## src/hdl/rc4sc_pkg.sv

```systemverilog
package rc4sc_pkg;

    // Permutation and byte geometry
    localparam int unsigned PERM_SIZE   = 256;
    localparam int unsigned BYTE_W      = 8;
    localparam int unsigned PERM_AW     = $clog2(PERM_SIZE);

    // Key storage
    localparam int unsigned MAX_KEY_BYTES = 32;
    localparam int unsigned KEY_REGS      = 4;
    localparam int unsigned KEY_WORD_W    = 64;
    localparam int unsigned KEY_IDX_W     = $clog2(MAX_KEY_BYTES);
    localparam int unsigned KEY_LEN_W     = 6;

    // Text words
    localparam int unsigned CHAR_W = 16;

    // Configuration port
    localparam int unsigned CFG_IDX_W  = 3;
    localparam int unsigned CFG_DATA_W = KEY_WORD_W;

    localparam logic [CFG_IDX_W-1:0] CFG_KEY0    = 3'd0;
    localparam logic [CFG_IDX_W-1:0] CFG_KEY1    = 3'd1;
    localparam logic [CFG_IDX_W-1:0] CFG_KEY2    = 3'd2;
    localparam logic [CFG_IDX_W-1:0] CFG_KEY3    = 3'd3;
    localparam logic [CFG_IDX_W-1:0] CFG_KEY_LEN = 3'd4;

    typedef logic [BYTE_W-1:0]     t_byte;
    typedef logic [KEY_WORD_W-1:0] t_key_word;

endpackage

```

## src/hdl/rc4_stream_cipher_unit.sv

```systemverilog
// A word on a running message goes from idle through PB, PC, PD and PE; PE registers
// the result and holds while the output register is full. A word that starts a message
// (or the first after reset) first runs key scheduling: FILL, then the KA..KD swap sweep
// over every entry, then PA. A new word is accepted only in idle, after the last has left PE.
// Reset (synchronous, active low) clears the i and j indices, key regs (length 1) and marks
// the key unscheduled; the permutation RAM is rebuilt at the next schedule.
module rc4_stream_cipher_unit (
    input  logic                                 i_clk,
    input  logic                                 i_rst_n,
    // configuration
    input  logic                                 i_cfg_wr_en,
    input  logic [rc4sc_pkg::CFG_IDX_W-1:0]      i_cfg_index,
    input  logic [rc4sc_pkg::CFG_DATA_W-1:0]     i_cfg_data,
    // input words
    input  logic                                 i_valid,
    output logic                                 o_ready,
    input  logic [rc4sc_pkg::CHAR_W-1:0]         i_text_char,
    input  logic                                 i_message_start,
    // output words
    output logic                                 o_valid,
    input  logic                                 i_ready,
    output logic [rc4sc_pkg::CHAR_W-1:0]         o_cipher_char
);

    // Sequencer states
    localparam logic [3:0] ST_IDLE = 4'd0;
    localparam logic [3:0] ST_FILL = 4'd1;
    localparam logic [3:0] ST_KA   = 4'd2;
    localparam logic [3:0] ST_KB   = 4'd3;
    localparam logic [3:0] ST_KC   = 4'd4;
    localparam logic [3:0] ST_KD   = 4'd5;
    localparam logic [3:0] ST_PA   = 4'd6;
    localparam logic [3:0] ST_PB   = 4'd7;
    localparam logic [3:0] ST_PC   = 4'd8;
    localparam logic [3:0] ST_PD   = 4'd9;
    localparam logic [3:0] ST_PE   = 4'd10;

    localparam rc4sc_pkg::t_byte LAST_ENTRY = rc4sc_pkg::t_byte'(rc4sc_pkg::PERM_SIZE - 1);

    logic [3:0]                            r_state;
    rc4sc_pkg::t_key_word                  r_key [rc4sc_pkg::KEY_REGS];
    logic [rc4sc_pkg::KEY_LEN_W-1:0]       r_key_len;
    logic [rc4sc_pkg::KEY_IDX_W-1:0]       r_k;
    rc4sc_pkg::t_byte                      r_n;
    rc4sc_pkg::t_byte                      r_i;
    rc4sc_pkg::t_byte                      r_j;
    rc4sc_pkg::t_byte                      r_si;
    rc4sc_pkg::t_byte                      r_sj;
    logic                                  r_byp;
    logic                                  r_sched;
    logic [rc4sc_pkg::CHAR_W-1:0]          r_text;
    logic [rc4sc_pkg::CHAR_W-1:0]          r_cipher;
    logic                                  r_ovalid;

    // permutation RAM, one write and one registered read per cycle
    rc4sc_pkg::t_byte                      r_perm [rc4sc_pkg::PERM_SIZE];
    rc4sc_pkg::t_byte                      r_rdata;

    logic                                  w_we;
    rc4sc_pkg::t_byte                      w_waddr;
    rc4sc_pkg::t_byte                      w_wdata;
    rc4sc_pkg::t_byte                      w_raddr;

    logic [rc4sc_pkg::MAX_KEY_BYTES*rc4sc_pkg::BYTE_W-1:0] w_key_flat;
    rc4sc_pkg::t_byte                      w_key_byte;
    logic [rc4sc_pkg::KEY_LEN_W-1:0]       w_len_eff;
    logic [rc4sc_pkg::KEY_LEN_W-1:0]       w_k_inc;
    logic [rc4sc_pkg::KEY_IDX_W-1:0]       w_k_next;
    rc4sc_pkg::t_byte                      w_i_inc;
    rc4sc_pkg::t_byte                      w_ks_j;
    rc4sc_pkg::t_byte                      w_pr_j;
    rc4sc_pkg::t_byte                      w_t;
    rc4sc_pkg::t_byte                      w_ks;
    logic                                  w_accept;

    // Key byte pick and cyclic key index
    assign w_key_flat = {r_key[3], r_key[2], r_key[1], r_key[0]};
    assign w_key_byte = w_key_flat[{r_k, 3'b000} +: rc4sc_pkg::BYTE_W];

    always_comb begin
        priority if (r_key_len == '0) begin
            w_len_eff = rc4sc_pkg::KEY_LEN_W'(1);
        end else if (r_key_len > rc4sc_pkg::KEY_LEN_W'(rc4sc_pkg::MAX_KEY_BYTES)) begin
            w_len_eff = rc4sc_pkg::KEY_LEN_W'(rc4sc_pkg::MAX_KEY_BYTES);
        end else begin
            w_len_eff = r_key_len;
        end
    end

    assign w_k_inc  = {1'b0, r_k} + rc4sc_pkg::KEY_LEN_W'(1);
    assign w_k_next = (w_k_inc >= w_len_eff) ? '0 : w_k_inc[rc4sc_pkg::KEY_IDX_W-1:0];

    // Index adders
    assign w_i_inc = r_i + 8'd1;
    assign w_ks_j  = r_j + r_rdata + w_key_byte;
    assign w_pr_j  = r_j + r_rdata;
    assign w_t     = r_si + r_sj;
    // S[j] is rewritten in the cycle the keystream address is read
    assign w_ks    = r_byp ? r_si : r_rdata;

    assign o_ready       = (r_state == ST_IDLE);
    assign w_accept      = i_valid & o_ready;
    assign o_valid       = r_ovalid;
    assign o_cipher_char = r_cipher;

    // RAM port control per step
    always_comb begin
        w_we    = 1'b0;
        w_waddr = r_n;
        w_wdata = r_n;
        w_raddr = r_n;
        unique case (r_state)
            ST_IDLE: begin
                w_raddr = w_i_inc;
            end
            ST_FILL: begin
                w_we = 1'b1;
            end
            ST_KA: begin
                w_raddr = r_n;
            end
            ST_KB: begin
                w_raddr = w_ks_j;
            end
            ST_KC: begin
                w_we    = 1'b1;
                w_waddr = r_n;
                w_wdata = r_rdata;
            end
            ST_KD: begin
                w_we    = 1'b1;
                w_waddr = r_j;
                w_wdata = r_si;
            end
            ST_PA: begin
                w_raddr = w_i_inc;
            end
            ST_PB: begin
                w_raddr = w_pr_j;
            end
            ST_PC: begin
                w_we    = 1'b1;
                w_waddr = r_i;
                w_wdata = r_rdata;
            end
            ST_PD: begin
                w_we    = 1'b1;
                w_waddr = r_j;
                w_wdata = r_si;
                w_raddr = w_t;
            end
            ST_PE: begin
                // keep the keystream entry on the read port while stalled
                w_raddr = w_t;
            end
            default: begin
                w_we = 1'b0;
            end
        endcase
    end

    always_ff @(posedge i_clk) begin
        if (w_we) begin
            r_perm[w_waddr] <= w_wdata;
        end
        r_rdata <= r_perm[w_raddr];
    end

    // Config registers
    always_ff @(posedge i_clk) begin
        if (!i_rst_n) begin
            r_key[0]  <= '0;
            r_key[1]  <= '0;
            r_key[2]  <= '0;
            r_key[3]  <= '0;
            r_key_len <= rc4sc_pkg::KEY_LEN_W'(1);
        end else if (i_cfg_wr_en) begin
            unique case (i_cfg_index)
                rc4sc_pkg::CFG_KEY0:    r_key[0]  <= i_cfg_data;
                rc4sc_pkg::CFG_KEY1:    r_key[1]  <= i_cfg_data;
                rc4sc_pkg::CFG_KEY2:    r_key[2]  <= i_cfg_data;
                rc4sc_pkg::CFG_KEY3:    r_key[3]  <= i_cfg_data;
                rc4sc_pkg::CFG_KEY_LEN: r_key_len <= i_cfg_data[rc4sc_pkg::KEY_LEN_W-1:0];
                default: begin
                    r_key_len <= r_key_len;
                end
            endcase
        end
    end

    // Sequencer: schedule (fill, swap sweep) then per-word generation
    always_ff @(posedge i_clk) begin
        if (!i_rst_n) begin
            r_state  <= ST_IDLE;
            r_i      <= '0;
            r_j      <= '0;
            r_sched  <= 1'b0;
            r_ovalid <= 1'b0;
        end else begin
            // a word finishing in PE reloads the output register itself
            if (r_ovalid && i_ready && (r_state != ST_PE)) begin
                r_ovalid <= 1'b0;
            end
            unique case (r_state)
                ST_IDLE: begin
                    if (w_accept) begin
                        r_text <= i_text_char;
                        if (i_message_start || !r_sched) begin
                            r_n     <= '0;
                            r_state <= ST_FILL;
                        end else begin
                            r_i     <= w_i_inc;
                            r_state <= ST_PB;
                        end
                    end
                end
                ST_FILL: begin
                    r_n <= r_n + 8'd1;
                    if (r_n == LAST_ENTRY) begin
                        r_j     <= '0;
                        r_k     <= '0;
                        r_state <= ST_KA;
                    end
                end
                ST_KA: begin
                    r_state <= ST_KB;
                end
                ST_KB: begin
                    r_j     <= w_ks_j;
                    r_si    <= r_rdata;
                    r_state <= ST_KC;
                end
                ST_KC: begin
                    r_state <= ST_KD;
                end
                ST_KD: begin
                    r_n <= r_n + 8'd1;
                    r_k <= w_k_next;
                    if (r_n == LAST_ENTRY) begin
                        r_i     <= '0;
                        r_j     <= '0;
                        r_sched <= 1'b1;
                        r_state <= ST_PA;
                    end else begin
                        r_state <= ST_KA;
                    end
                end
                ST_PA: begin
                    r_i     <= w_i_inc;
                    r_state <= ST_PB;
                end
                ST_PB: begin
                    r_j     <= w_pr_j;
                    r_si    <= r_rdata;
                    r_state <= ST_PC;
                end
                ST_PC: begin
                    r_sj    <= r_rdata;
                    r_state <= ST_PD;
                end
                ST_PD: begin
                    r_byp   <= (w_t == r_j);
                    r_state <= ST_PE;
                end
                ST_PE: begin
                    // wait for the output register to free up
                    if (!r_ovalid || i_ready) begin
                        r_cipher <= {r_text[rc4sc_pkg::CHAR_W-1:rc4sc_pkg::BYTE_W],
                                     r_text[rc4sc_pkg::BYTE_W-1:0] ^ w_ks};
                        r_ovalid <= 1'b1;
                        r_state  <= ST_IDLE;
                    end
                end
                default: begin
                    r_state <= ST_IDLE;
                end
            endcase
        end
    end

endmodule
```

## config.mk

```make
export PLATFORM = sky130hd
export DESIGN_NAME = rc4_stream_cipher_unit
export DESIGN_NICKNAME = d
export VERILOG_FILES = /design/src/hdl/rc4sc_pkg.sv /design/src/hdl/rc4_stream_cipher_unit.sv
export SDC_FILE = /design/constraint.sdc
export NUM_CORES = 2
export LEC_CHECK = 0
export ABC_AREA = 1
export BUFFER_PORTS_ARGS = -buffer_cell sky130_fd_sc_hd__buf_2
export CAP_MARGIN = 15
export CORE_MARGIN = 2
export CORE_UTILIZATION = 45
export CTS_CLUSTER_SIZE = 25
export DETAILED_ROUTE_END_ITERATION = 8
export GPL_TIMING_DRIVEN = 0
export SLEW_MARGIN = 5
export SYNTH_ARGS = -nofsm -noshare
export SYNTH_HDL_FRONTEND = slang
export SYNTH_SLANG_ARGS = --single-unit
```

## constraint.sdc

```tcl
create_clock -name i_clk -period 12.61 [get_ports i_clk]
set_input_delay 2.522 -clock i_clk [delete_from_list [all_inputs] [get_ports i_clk]]
set_output_delay 2.522 -clock i_clk [all_outputs]
set_load 0.02 [all_outputs]
```

==> flow_summary.yaml <==
clock_network:
  insertion_delay_ns: 0.97
  post_cts_resize_count: 0
  cts_tree: "done"
  cts.sink_count: 2402
  numCtsBuffers: 282
  cts-root-buf: "clkbuf_16"
  post_cts_buffers: 0
  holdBufCountCts: 0
  ctsLongestPathBuffers: 4
  clkTransAtPathRegs_ns: 0.06
  htreeDepth: 5
detailed_routing:
  post_drt_wl_per_cell_um: 32.1
  first_pass_iters: 9
  vias: 82600
  drc: 0
  via_per_inst: 6.01
  drt_iter0_drc: 13500
  drt_wl_total_um: 441000
  ant_nets: 0
pwr:
  leakage_uw: 0.0472
  power_density_nw_per_um2: 237
  vdd_ir_drop_max_v: 0.000149
logic_synthesis:
  yosysMostFrequentCell: "edfxtp_1"
  synth_area_leaders: "edfxtp_1 (67%), nand3_1 (8.8%), nand2_1 (6.7%)"
  yosysTopAreaCell: "edfxtp_1"
  synth_simple_gate_area_share_pct: 22.4
  synth-seq-cells: 2402
  synth_top_family_by_area: "simple AND/OR/NAND/NOR gates"
  synth_fa_ha_area_share_pct: 0.409
  yosysWarnings: 0
  synth-edff-count: 2366
  avgSynthCellArea_sq_um: 10.8
  synth_xor_area_share_pct: 0.280
  synth-async-reset-ratio_pct: 0
  synth_cells: 9818
  yosysSeqAreaShare_pct: 67.5
  syn-cell-area_sq_um: 106000
  synth_cell_type_count: 47
  synth_top_cell_area_share_pct: 66.8
  synthMuxAreaShare_pct: 0.0753
  synth-compound-area-share_pct: 2.52
  synth_commonest_cells: "edfxtp_1 (2,366), nand2_1 (1,899), nand3_1 (1,860), inv_1 (1,152), nor2_1 (747)"
  synth_fp_nets: 9940
  synth_ff_type: "edfxtp_1"
floorplanning:
  dieHeight_um: 490
  die_area_sq_um: 240000
  initial_utilization_pct: 45.2
  die_w_um: 490
  core_sq_um: 235000
  ios: 107
  rows: 178
timing:
  drv_slew: 0
  rsz0062_at_grt: "false"
  setup_viol: 0
  fin_skew_ns: 0.0556
  slew_headroom_pct: 9.94
  max_slew.worst_pin.slew_ns: 1.35
  hold_viol_final: 0
  max_freq_mhz: 112
  fin_ws_ns: 3.68
  post-route-period-util_pct: 70.9
  min_period_ns: 8.93
placement:
  dp_worst_setup_slack_ns: 4.41
  place_area_sq_um: 114000
  hpwlAfterDp_um: 319000
  port_buffers: 104
  finalWeightedCongestion: 1.03
critical_path:
  worstPathRequired_ns: 13.38
  end_kind: "register"
  critPathMaxFanout: 11
  cp-start-kind: "register"
  cpMostUsedCell: "nand3_1"
  cp_slowest_cell: "clkbuf_1"
  cp.arrival_ns: 9.71
  max_stage_delay_ns: 0.66
  path_class: "register to register"
global_routing:
  grt_pass1_vias: 76300
  antenna_found_initial: 31
  busiest_layer: "met2"
  overflow: 0
  use_met3_pct: 10.9
  grt_first_pass_wirelength_um: 600000
  grtUsageMet1_pct: 46.2
  grt_max_degree: 89
  grt_use_met2_pct: 52.1
  grtUsageTotal_pct: 35.8
worst_hold_path:
  hold_class: "register to register"
cells_and_area:
  num-fill-cells: 20900
  nets: 10500
  stdcell_area_sq_um: 123000
  drive_gt1_share_pct: 11.3
  syn2layout_area_growth_pct: 15.6
  multi_input_area_sq_um: 27800
  seqCellArea_sq_um: 71800
job:
  maxCapViolCount: 0
outcome:
  outcome: "finished clean"
==> stage by stage <==
stage          power (uW)  TNS (ns)  utilization (%)  hold WS, ns  instances
6_report            29100         0             52.3        0.423      13800
5_1_grt             29700         0             52.3        0.435      13700
4_1_cts             28500         0             52.2        0.423      13700
3_5_place_dp        20900         0             48.6        0.408      13200
3_3_place_gp        21100  -1345.45             47.1        0.401      13100
2_1_floorplan       15600         0                -        0.400       9818
==> layout by cell type (no fill, tap or decap), types with 8 or more instances in the layout <==
master | synthesis | layout
buf_2 | 391 | 497
o21ai_0 | 147 | 147
buf_8 | 0 | 52
diode_2 | 0 | 14
o211ai_1 | 115 | 115
nand3_1 | 1860 | 1852
buf_6 | 0 | 54
xnor2_1 | 18 | 18
dfxtp_1 | 36 | 36
clkinv_2 | 0 | 35
buf_16 | 0 | 52
nand2_1 | 1899 | 1895
nand3b_1 | 577 | 577
xor2_1 | 16 | 16
bufinv_16 | 0 | 13
edfxtp_1 | 2366 | 2366
inv_2 | 12 | 12
o221ai_1 | 45 | 45
nor3_1 | 14 | 14
nor2_2 | 2 | 97
mux2i_1 | 8 | 8
nand3_4 | 1 | 9
clkinv_1 | 2 | 60
a21oi_1 | 58 | 57
buf_1 | 46 | 45
ha_1 | 30 | 30
buf_4 | 10 | 34
clkbuf_16 | 0 | 290
a31oi_1 | 14 | 14
nor2_1 | 747 | 645
inv_1 | 1152 | 1152
o22ai_1 | 16 | 15
clkbuf_1 | 186 | 252
==> kinds of logic after synthesis <==
| family | after synthesis |
|---|---|
| buffers and inverters | 1799 |
| multiplexers | 8 |
| AO/OA/AOI/OAI | 421 |
| AND/OR/NAND/NOR | 5121 |
| XOR/XNOR | 34 |
| flip-flops | 2402 |
| adder cells (fa/ha/maj) | 33 |
==> where the power goes <==
part | leakage [uW] | internal (uW) | switching [uW]
Sequential | 0.0218 | 9250 | 83.6
Clock | 0.00412 | 4460 | 3300
Combinational | 0.0213 | 2710 | 9340
Total | 0.0472 | 16400 | 12700
==> routing by layer <==
metal  up-vias  wire length (um)
li1      34800                 -
met3      1415             58800
met2      5943            186000
met5         -               262
met1     40400            161000
met4        30             35000
==> flip-flops by register name, summed over array words and instances (netlist names), 8 cells and up <==
| register | count |
|---|---|
| r_sj | 8 |
| r_text | 16 |
| r_n | 8 |
| r_key | 256 |
| r_i | 8 |
| o_cipher_char | 16 |
| r_rdata | 8 |
| r_perm | 2048 |
| r_j | 8 |
| r_si | 8 |
==> worst paths after layout <==
kind | startpoint | endpoint | slack, ns | cells past startpoint
worst max-delay path | r_k[0] | r_rdata[3] | 3.68 | 25
worst min-delay path | r_text[13] | o_cipher_char[13] | 0.42 | 0
worst min register to register | r_text[13] | o_cipher_char[13] | 0.42 | 0
worst max register to register | r_k[0] | r_rdata[3] | 3.68 | 25
==> worst max-delay path, delay by kind of cell (launching register included) <==
family	cells	cell delay [ns]
adder cells (fa/ha/maj)	2	0.77
buffers and inverters	7	3.48
AND/OR/NAND/NOR	13	2.93
AO/OA/AOI/OAI	3	0.95
flip-flops	1	0.53
==> area by class of cell <==
class                   instances  area share, %
flip-flops and latches       2402           58.4
diodes                         14         0.0285
clock inverters               119          0.733
repair buffers                297           3.01
clock buffers                 359           6.12
plain buffers                 633           2.36
multi-input cells            5617           22.6
well taps                    3150           3.21
inverters                    1166           3.56
Power figures use the tool's default switching activity.
